===== src/design/sra_pkg.sv =====
package sra_pkg;

    // Default row length and the width of slot numbers on the ports.
    localparam int DEFAULT_NUM_SLOTS = 64;
    localparam int SLOT_W            = 16;

    // Command codes carried in the request.
    typedef enum logic [2:0] {
        CMD_ALLOC     = 3'd0,
        CMD_MARK_USED = 3'd1,
        CMD_MARK_FREE = 3'd2,
        CMD_CLAIM     = 3'd3,
        CMD_CLEAR     = 3'd4
    } cmd_t;

    // Result status codes.
    typedef enum logic [1:0] {
        ST_OK      = 2'd0,
        ST_NOSPACE = 2'd1,
        ST_BOUNDS  = 2'd2,
        ST_OVERLAP = 2'd3
    } status_t;

    // Sequencer states.
    typedef enum logic [1:0] {
        S_IDLE,
        S_PASS,
        S_RESULT
    } state_t;

    // One request item.
    typedef struct packed {
        logic [2:0]        cmd;
        logic [SLOT_W-1:0] first_slot;
        logic [SLOT_W-1:0] span;
    } req_t;

    // One result item.
    typedef struct packed {
        logic [1:0]        status;
        logic [SLOT_W-1:0] run_start;
    } rsp_t;

    // Control from the sequencer to the row of slot cells.
    typedef struct packed {
        logic shift;
        logic clear;
        logic feed;
    } ring_ctl_t;

endpackage


===== src/design/sra_cell.sv =====
module sra_cell
    import sra_pkg::*;
(
    input  logic      clk,
    input  logic      rst_n,
    input  ring_ctl_t ctl,
    input  logic      d_in,
    output logic      used
);

    logic used_reg;
    logic used_next;

    // The cell takes its neighbor's bit on a shift and drops to free on a clear.
    always_comb
    begin
        used_next = used_reg;
        if (ctl.clear)
        begin
            used_next = 1'b0;
        end
        else if (ctl.shift)
        begin
            used_next = d_in;
        end
    end

    always_ff @(posedge clk or negedge rst_n)
    begin
        if (!rst_n)
        begin
            used_reg <= 1'b0;
        end
        else
        begin
            used_reg <= used_next;
        end
    end

    assign used = used_reg;

endmodule


===== src/design/sra_ctrl.sv =====
module sra_ctrl
    import sra_pkg::*;
#(
    parameter int NUM_SLOTS = DEFAULT_NUM_SLOTS
)
(
    input  logic      clk,
    input  logic      rst_n,
    input  logic      start,
    input  req_t      req,
    input  logic      head,
    output logic      busy,
    output logic      done,
    output rsp_t      rsp,
    output ring_ctl_t ctl
);

    localparam int SW = (NUM_SLOTS > 1) ? $clog2(NUM_SLOTS) : 1;
    localparam int CW = $clog2(NUM_SLOTS + 1);
    localparam logic [SW-1:0] LAST_SLOT = SW'(NUM_SLOTS - 1);
    localparam logic [SLOT_W:0] NUM_SLOTS_X = (SLOT_W + 1)'(NUM_SLOTS);

    state_t            state_reg, state_next;
    logic [2:0]        cmd_reg, cmd_next;
    logic [SLOT_W-1:0] first_reg, first_next;
    logic [SLOT_W-1:0] span_reg, span_next;
    logic [SW-1:0]     s_reg, s_next;
    logic [CW-1:0]     cnt_reg, cnt_next;
    logic              found_reg, found_next;
    logic [SW-1:0]     start_reg, start_next;
    logic              overlap_reg, overlap_next;
    logic              claim_mark_reg, claim_mark_next;
    rsp_t              rsp_reg, rsp_next;

    logic              accept;
    logic              immediate;
    logic              alloc_bad;
    logic              claim_bad;
    logic [SLOT_W:0]   req_end;
    logic [SLOT_W:0]   run_end;
    logic [SLOT_W-1:0] s_wide;
    logic              in_run;
    logic              last_step;
    logic              overlap_any;
    logic [CW-1:0]     cnt_step;

    // Handshake and the checks that settle an item without a pass.
    assign busy      = (state_reg == S_PASS);
    assign done      = (state_reg == S_RESULT);
    assign rsp       = rsp_reg;
    assign accept    = start && !busy;
    assign req_end   = {1'b0, req.first_slot} + {1'b0, req.span};
    assign alloc_bad = (req.span == '0) || ({1'b0, req.span} > NUM_SLOTS_X);
    assign claim_bad = (req.span == '0) || (req_end > NUM_SLOTS_X);

    always_comb
    begin
        unique case (req.cmd)
            CMD_ALLOC:     immediate = alloc_bad;
            CMD_MARK_USED: immediate = 1'b0;
            CMD_MARK_FREE: immediate = 1'b0;
            CMD_CLAIM:     immediate = claim_bad;
            default:       immediate = 1'b1;
        endcase
    end

    // Position of the slot now at the head of the row.
    assign run_end     = {1'b0, first_reg} + {1'b0, span_reg};
    assign s_wide      = SLOT_W'(s_reg);
    assign in_run      = (s_wide >= first_reg) && ({1'b0, s_wide} < run_end);
    assign last_step   = (state_reg == S_PASS) && (s_reg == '0);
    assign overlap_any = overlap_reg || (in_run && head);
    assign cnt_step    = head ? '0 : cnt_reg + CW'(1);

    // Next state.
    always_comb
    begin
        state_next = state_reg;
        unique case (state_reg)
            S_IDLE, S_RESULT:
            begin
                if (accept)
                begin
                    state_next = immediate ? S_RESULT : S_PASS;
                end
                else
                begin
                    state_next = S_IDLE;
                end
            end
            S_PASS:
            begin
                if (last_step)
                begin
                    if ((cmd_reg == CMD_CLAIM) && !claim_mark_reg && !overlap_any)
                    begin
                        state_next = S_PASS;
                    end
                    else
                    begin
                        state_next = S_RESULT;
                    end
                end
            end
            default: state_next = S_IDLE;
        endcase
    end

    // Datapath, row control and result.
    always_comb
    begin
        cmd_next        = cmd_reg;
        first_next      = first_reg;
        span_next       = span_reg;
        s_next          = s_reg;
        cnt_next        = cnt_reg;
        found_next      = found_reg;
        start_next      = start_reg;
        overlap_next    = overlap_reg;
        claim_mark_next = claim_mark_reg;
        rsp_next        = rsp_reg;
        ctl             = '0;

        if (accept)
        begin
            cmd_next           = req.cmd;
            first_next         = req.first_slot;
            span_next          = req.span;
            s_next             = LAST_SLOT;
            cnt_next           = '0;
            found_next         = 1'b0;
            start_next         = '0;
            overlap_next       = 1'b0;
            claim_mark_next    = 1'b0;
            rsp_next.status    = ST_OK;
            rsp_next.run_start = '0;
            if ((req.cmd == CMD_ALLOC) && alloc_bad)
            begin
                rsp_next.status = ST_NOSPACE;
            end
            else if ((req.cmd == CMD_CLAIM) && claim_bad)
            begin
                rsp_next.status = ST_BOUNDS;
            end
            ctl.clear = (req.cmd == CMD_CLEAR);
        end
        else if (state_reg == S_PASS)
        begin
            // The row turns once per pass; the head bit re-enters at cell zero.
            ctl.shift = 1'b1;
            ctl.feed  = head;
            s_next    = s_reg - SW'(1);
            unique case (cmd_reg)
                CMD_ALLOC:
                begin
                    cnt_next = cnt_step;
                    if (span_reg == SLOT_W'(1))
                    begin
                        // Top-down scan: the last free slot seen is the lowest.
                        if (!head)
                        begin
                            found_next = 1'b1;
                            start_next = s_reg;
                        end
                    end
                    else if (!found_reg && (SLOT_W'(cnt_step) >= span_reg))
                    begin
                        found_next = 1'b1;
                        start_next = s_reg;
                    end
                end
                CMD_MARK_USED: ctl.feed = in_run ? 1'b1 : head;
                CMD_MARK_FREE: ctl.feed = in_run ? 1'b0 : head;
                CMD_CLAIM:
                begin
                    if (claim_mark_reg)
                    begin
                        ctl.feed = in_run ? 1'b1 : head;
                    end
                    else
                    begin
                        overlap_next = overlap_any;
                    end
                end
                default: ctl.feed = head;
            endcase

            if (last_step)
            begin
                rsp_next.status    = ST_OK;
                rsp_next.run_start = '0;
                if (cmd_reg == CMD_ALLOC)
                begin
                    if (found_next)
                    begin
                        rsp_next.run_start = SLOT_W'(start_next);
                    end
                    else
                    begin
                        rsp_next.status = ST_NOSPACE;
                    end
                end
                else if ((cmd_reg == CMD_CLAIM) && !claim_mark_reg)
                begin
                    if (overlap_any)
                    begin
                        rsp_next.status = ST_OVERLAP;
                    end
                    else
                    begin
                        // Check pass was clean: turn the row again and mark.
                        claim_mark_next = 1'b1;
                        s_next          = LAST_SLOT;
                    end
                end
            end
        end
    end

    always_ff @(posedge clk or negedge rst_n)
    begin
        if (!rst_n)
        begin
            state_reg <= S_IDLE;
        end
        else
        begin
            state_reg <= state_next;
        end
    end

    always_ff @(posedge clk)
    begin
        cmd_reg        <= cmd_next;
        first_reg      <= first_next;
        span_reg       <= span_next;
        s_reg          <= s_next;
        cnt_reg        <= cnt_next;
        found_reg      <= found_next;
        start_reg      <= start_next;
        overlap_reg    <= overlap_next;
        claim_mark_reg <= claim_mark_next;
        rsp_reg        <= rsp_next;
    end

endmodule


===== src/design/slot_run_allocator.sv =====
// Channel   Ports                   Direction  Transfer
// request   start, busy, req        in         start high while busy low
// result    done, rsp               out        done high for one cycle
//
// Allocate and mark commands turn the row of slot cells once, one slot per
// cycle, and then show the result. Claim turns the row twice (check, then
// mark) when the run is free, and once when the check finds an overlap.
// Clear, unused codes and items rejected on span or bounds answer after one cycle.
// Reset frees every slot at once. The receiver cannot stall; a new item is
// taken in the cycle its predecessor's result is shown.
module slot_run_allocator
    import sra_pkg::*;
#(
    parameter int NUM_SLOTS = DEFAULT_NUM_SLOTS
)
(
    input  logic clk,
    input  logic rst_n,
    input  logic start,
    output logic busy,
    input  req_t req,
    output logic done,
    output rsp_t rsp
);

    ring_ctl_t            ctl;
    logic [NUM_SLOTS-1:0] used;

    // Sequencer: handshake, scan counters and result register.
    sra_ctrl #(
        .NUM_SLOTS(NUM_SLOTS)
    ) u_ctrl (
        .clk  (clk),
        .rst_n(rst_n),
        .start(start),
        .req  (req),
        .head (used[NUM_SLOTS-1]),
        .busy (busy),
        .done (done),
        .rsp  (rsp),
        .ctl  (ctl)
    );

    // Row of slot cells closed into a ring through the sequencer.
    for (genvar i = 0; i < NUM_SLOTS; i++)
    begin : g_cell
        if (i == 0)
        begin : g_first
            sra_cell u_cell (
                .clk (clk),
                .rst_n(rst_n),
                .ctl (ctl),
                .d_in(ctl.feed),
                .used(used[i])
            );
        end
        else
        begin : g_rest
            sra_cell u_cell (
                .clk (clk),
                .rst_n(rst_n),
                .ctl (ctl),
                .d_in(used[i-1]),
                .used(used[i])
            );
        end
    end

endmodule


===== config.mk =====
export PLATFORM = sky130hd
export DESIGN_NAME = slot_run_allocator
export DESIGN_NICKNAME = d
export VERILOG_FILES = /design/src/design/sra_pkg.sv /design/src/design/sra_cell.sv /design/src/design/sra_ctrl.sv /design/src/design/slot_run_allocator.sv
export SDC_FILE = /design/constraint.sdc
export NUM_CORES = 1
export LEC_CHECK = 0
export CAP_MARGIN = 25
export CORE_UTILIZATION = 34
export CTS_BUF_LIST = sky130_fd_sc_hd__clkbuf_8 sky130_fd_sc_hd__clkbuf_16
export DETAILED_ROUTE_END_ITERATION = 6
export DONT_BUFFER_PORTS = 1
export GPL_ROUTABILITY_DRIVEN = 0
export GPL_TIMING_DRIVEN = 0
export PLACE_DENSITY = 0.52
export SLEW_MARGIN = 20
export SYNTH_ARGS = -nofsm -noshare
export SYNTH_HDL_FRONTEND = slang
export SYNTH_SLANG_ARGS = --single-unit

===== constraint.sdc =====
create_clock -name clk -period 3.41 [get_ports clk]
set_input_delay 0.5115 -clock clk [delete_from_list [all_inputs] [get_ports clk]]
set_output_delay 0.5115 -clock clk [all_outputs]
set_load 0.01 [all_outputs]

Yosys cells after proc, flatten, opt, wreduce, memory -nomap -nowiden

Cells that the tools add are included.

$add $sub $neg: 4
Order comparisons: 5
Equality and inequality tests: 11
Mux-type cells: 169
Bitwise operators: 3
Reductions and logical operators: 31

Operators by type and width:

| operator                                            | count |
|---|---|
| two-way mux 1 bit                                   | 143 |
| two-way mux 6 bit                                   | 10 |
| two-way mux 18 bit                                  | 3 |
| adder 16 x 16 -> 17 bit                             | 2 |
| two-way mux 2 bit                                   | 9 |
| > comparator 17 x 7 -> 1 bit, second input constant | 1 |
| less-than comparator 6 x 17 -> 1 bit                | 1 |
| == test 16 x 1 -> 1 bit, second input constant      | 1 |
| greater-or-equal comparator 6 x 16 -> 1 bit         | 1 |
| greater-or-equal comparator 7 x 16 -> 1 bit         | 1 |
| > comparator 16 x 7 -> 1 bit, second input constant | 1 |
| zero test 16 bit                                    | 1 |
| == test 3 x 2 -> 1 bit, second input constant       | 4 |
| logical AND 1 bit                                   | 9 |
| adder 7 x 1 -> 7 bit, second input constant         | 1 |
| two-way mux 7 bit                                   | 1 |
| == test 3 x 1 -> 1 bit, second input constant       | 2 |
| zero test 3 bit                                     | 2 |
| zero test 6 bit                                     | 1 |
| one-hot mux 1 bit (3 select lines)                  | 2 |
| AND reduction 2 bit                                 | 3 |
| nonzero test 2 bit                                  | 3 |
| subtractor 6 x 1 -> 6 bit, second input constant    | 1 |
| AND reduction 5 bit                                 | 1 |
| 11 further kinds                                    | 19 |

Bits in registers: 141
Bits of input ports: 38
Logic and storage cells: 299

Longest topological paths before layout

Depth in word-level cells: 14
Gate-level depth with buffers: 14

By module

A second synthesis with hierarchy kept.

Cells, all modules: 716
Area total of the unflattened synthesis: 7,357.1 um^2

Modules (own cells, without submodules):

| module   | times used | cells each | area each (um^2) |
|---|---|---|---|
| sra_ctrl | 1          | 524        | 4,874.7 |
| sra_cell | 64         | 3          | 38.8 |

Least setup slack after synthesis

No wires, ideal clock.

Path type: register to register
From: register u_ctrl.span_reg[3]
To: register u_ctrl.rsp_reg, in the netlist u_ctrl.rsp[16] (data pin)
Library setup time: 261 ps
Data arrival time: 3,121 ps
Required time: 3,149 ps
Path slack: 28 ps
Stages on the path, launching flop included: 15
Buffers on the path: 0
Period minus slack after synthesis: 3,382 ps
Cells stage by stage: edfxtp_1 > ha_1 > a21o_1 > a21oi_1 > nand2_1 > xnor2_1 > ha_1 > o2bb2ai_1 > a2111oi_0 > nand4_1 > a2111oi_4 > nand4_2 > o21bai_4 > nor3_2 > a221o_1

RTL lines:

| element                | line            | RTL |
|---|---|---|
| from (decl)            | sra_ctrl.sv:26  | `logic [SLOT_W-1:0] span_reg, span_next;` |
| from (signal assigned) | sra_ctrl.sv:236 | `span_reg <= span_next;` |
| to (signal assigned)   | sra_ctrl.sv:243 | `rsp_reg <= rsp_next;` |
| to (decl)              | sra_ctrl.sv:33  | `rsp_t rsp_reg, rsp_next;` |

==> metrics.md <==
| Metric | Value |
|---|---|
| Number of port buffers | `0` |
| Top FF cell, synth | `dfrtp_1` |
| Synth Cell Area | `7440 sq um` |
| DP Area | `7850 sq um` |
| IO Pins | `58` |
| Slew at the pin closest to its max-slew limit | `0.969 ns` |
| Reg-to-Reg End | `u_ctrl.rsp[16]$_DFFE_PP_` |
| Vias per std cell | `5.11` |
| Initial antenna violation count | `0` |
| Cell family contributing the most delay on the critical path | `compound AO/OA/AOI/OAI gates` |
| Failing checks | `setup timing` |
| Depth of the CTS H-tree | `4` |
| Clock Tree Root | `clkbuf_16` |
| Clk sinks | `131` |
| Core Rows | `53` |
| Starting Density | `35.0%` |
| Pwr dens | `676 nW/um^2` |
| Synth area leader | `dfrtp_1` |
| Synth cell types | `81` |
| Vias in the first global route | `5,575` |
| Min-Delay Endpoint | `u_ctrl.cmd_reg[1]$_DFFE_PP_` |
| Tmin final | `3.51 ns` |
| Worst reg2reg path startpoint | `u_ctrl.first_reg[0]$_DFFE_PP_` |
| Die Y | `150 um` |
| Sequential element share of the synthesized area | `44.7%` |
| Final hold slack | `0.195 ns` |
| Yosys reg bits | `131` |
| CTS tree | `built` |
| Setup violations, final | `3` |
| Worst R2R Path Depth | `11` |
| HP Start | `req[33]` |
| Crit. End Element | `register` |
| Gr busiest metal | `met2` |
| Met3 usage | `4.02%` |
| Hold Path Class | `primary input to register` |
| # DRC | `0` |
| Top post-synthesis cells by area | `dfrtp_1 (22%), edfxtp_1 (15%), ha_1 (8.9%)` |
| Critical path start-end classification | `register to register` |
| Post-Layout Inst Area | `8730 sq um` |
| Area Growth Syn to Fin | `17.4%` |
| Routed Wire Length | `18,100 um` |
| Ys Warns | `0` |
| Layout Nets | `948` |
| Critical-path maximum fanout | `3` |
| Run status | `finished, violations left` |
| Routed WL per cell | `15.9 um` |
| Met2 usage | `26.7%` |
| Fin Clk Skew | `0.0121 ns` |
| Die width | `150 um` |
| Peak VDD IR | `0.338 mV` |
| Syn Area/Cell | `9.20 sq um` |
| Remaining Overflow, GRT | `0` |
| Via count | `5,843` |
| FMAX | `0.284 GHz` |
| ANT nets after route | `0` |
| Crit-path slowest cell | `or4b_4` |
| Synth async-reset ratio | `50.4%` |
| Max Buffers Root-to-Sink | `2` |
| Max Cap Viol | `0` |
| CP Data Required Time | `3.57 ns` |
| Non-Filler Instances | `1,143` |
| DP Worst Slack | `-0.598 ns` |
| Largest register FFs | `63` |
| Leak | `3.62 nW` |
| Largest net degree at the start of global routing | `67` |
| Placeable Area | `21,200 sq um` |
| DRT iter0 DRCs | `402` |
| Antenna Cells | `0` |
| Pins Over Slew Limit | `0` |
| CP arrival | `3.67 ns` |
| Rel. slew slack | `34.9%` |
| GRT Total Usage | `17.2%` |
| Clock slew at reported path FFs | `0.06 ns` |
| Worst setup SP type | `register` |
| Flop-to-flop setup slack | `-0.10 ns` |
| Fillcell total | `2,117` |
| Layout cells sized above 1 | `12.0%` |
| Worst setup margin | `-0.105 ns` |
| Critical-path cell list | `ha_2, fa_2, a211oi_4, o21ai_4, a2111oi_4, o21ai_2, xnor2_2, or4b_4, o21bai_4, nor3_2, a221o_1` |
| GR Util met1 | `23.6%` |
| Cell count after synthesis | `808` |
| Unrepaired setup endpoints after global routing | `true` |
| DP HPWL | `13,400 um` |
| DR pass1 iterations | `5` |
| Final Hold Viols | `0` |
| Final period util | `103%` |
| Clk Latency, worst-skew pair | `0.41 ns` |
| WP buf/inv | `0` |
| Die footprint | `22,500 sq um` |
| Placed insts | `1,094` |
| Number of flops mapped to enable cells by yosys | `37` |
| TritonCTS buffer count | `17` |
| Critical Path Max Stage Delay | `0.55 ns` |
| Synth top area share | `22.2%` |
| First-pass GRT wire length | `29,800 um` |
| WHS Path Cells | `0` |
## timing repair
item / 4_1_cts / 5_1_grt
hold buffers: 2 / 0
gates resized for setup: 16 / 11
endpoints found under the setup margin: 13 / 25
pin swaps: 13 / 10
setup buffers: 12 / 3
hold endpoints to repair: 66 / 0
## synthesized netlist by cell type (3+ instances only)
cell and count:
buf_1 6, dfrtp_1 66, o211ai_1 4, xnor2_1 14
a21boi_0 3, nor4_1 12, buf_4 11, inv_1 30
nand3_1 16, o41ai_1 6, edfxtp_1 37, nor2b_1 6
mux2i_1 9, a31oi_1 15, nor3_1 12, o21ai_0 40
dfxtp_1 28, clkbuf_1 21, o21a_1 3, nand4_1 7
a21o_1 16, xor2_1 10, a21oi_2 3, nand2b_1 5
nor2_1 37, nand2_1 170, or3_1 3, a211oi_1 5
a21oi_1 86, o21bai_1 3, ha_1 53, and3_1 8
## cell usage in the layout, fill, tap and decap left out, drive strengths merged, types with 9 or more instances in the layout
| master | instances |
|---|---|
| o21ai | 43 |
| dfrtp | 66 |
| nand3 | 17 |
| nor4 | 12 |
| conb | 10 |
| dfxtp | 28 |
| a21oi | 89 |
| nand2 | 171 |
| nor3 | 13 |
| ha | 53 |
| buf | 39 |
| inv | 36 |
| mux2i | 9 |
| a21o | 16 |
| xnor2 | 14 |
| clkbuf | 39 |
| xor2 | 10 |
| nor2 | 37 |
| edfxtp | 37 |
| a31oi | 16 |
## per-layer routing
| metal | vias to the layer above | wire length, um |
|---|---|---|
| met5 | - | 0 |
| met4 | 0 | 271 |
| met3 | 17 | 908 |
| met2 | 109 | 8340 |
| met1 | 2735 | 8610 |
| li1 | 2982 | - |
## report_power, final
group | switching, W | internal [W] | total, W | leakage (nW)
Combinational | 0.00105 | 0.000702 | 0.00175 | 1.83
Sequential | 0.000266 | 0.00207 | 0.00233 | 1.49
Clock | 0.000713 | 0.00111 | 0.00182 | 0.298
## how the worst max path moves through the flow
stage,startpoint,to,slack (ns),cells past startpoint
global placement,u_ctrl.span_reg[3]$_DFFE_PP_,u_ctrl.rsp[16]$_DFFE_PP_,-0.60,14
global route,u_ctrl.span_reg[1]$_DFFE_PP_,u_ctrl.rsp[16]$_DFFE_PP_,-0.18,11
floorplan,u_ctrl.span_reg[3]$_DFFE_PP_,u_ctrl.rsp[16]$_DFFE_PP_,0.03,14
CTS,u_ctrl.first_reg[1]$_DFFE_PP_,u_ctrl.rsp[16]$_DFFE_PP_,-0.1,11
detailed placement,u_ctrl.span_reg[3]$_DFFE_PP_,u_ctrl.rsp[16]$_DFFE_PP_,-0.60,14
finish,u_ctrl.first_reg[0]$_DFFE_PP_,u_ctrl.rsp[16]$_DFFE_PP_,-0.10,11
## kinds of logic (layout without fill, tap and decap cells)
family / after synthesis / count (layout) / share of synthesized area, %
flops: 131 / 131 / 44.7
mux: 10 / 10 / 1.36
compound gates: 219 / 219 / 19.2
simple gates: 295 / 295 / 17.9
xor+xnor: 24 / 24 / 2.83
buf+inv: 73 / 124 / 4.48
fa+ha+maj: 55 / 55 / 9.46
other cells: 1 / 10 / 0.0504
## worst reg2reg max path: cells and delay by family, from the launching register on
kind                     cells  cell delay [ns]
adder cells (fa/ha/maj)      2             0.63
flip-flops                   1             0.46
AND/OR/NAND/NOR              2             0.63
XOR/XNOR                     1             0.19
AO/OA/AOI/OAI                6             1.35
## through the flow
step / TNS, ns / power, W / util, %
2_1_floorplan: 0 / 0.00355 / -
3_3_place_gp: -4.69 / 0.00396 / 36.8
3_5_place_dp: -4.42 / 0.00398 / 37.0
4_1_cts: -0.231 / 0.00594 / 40.8
5_1_grt: -0.677 / 0.00631 / 41.1
6_report: -0.137 / 0.00591 / 41.1
## area by class of cell
cell class	count	area [sq um]	area share, %
Buffer	42	218	2.49
Clock buffer	18	439	5.03
Clock inverter	14	155	1.78
Inverter	31	116	1.33
Multi-Input combinational cell	613	3950	45.2
Sequential cell	131	3320	38.1
Tap cell	275	344	3.94
Timing Repair Buffer	19	189	2.16
No activity file was read; power rests on OpenSTA's default activity.
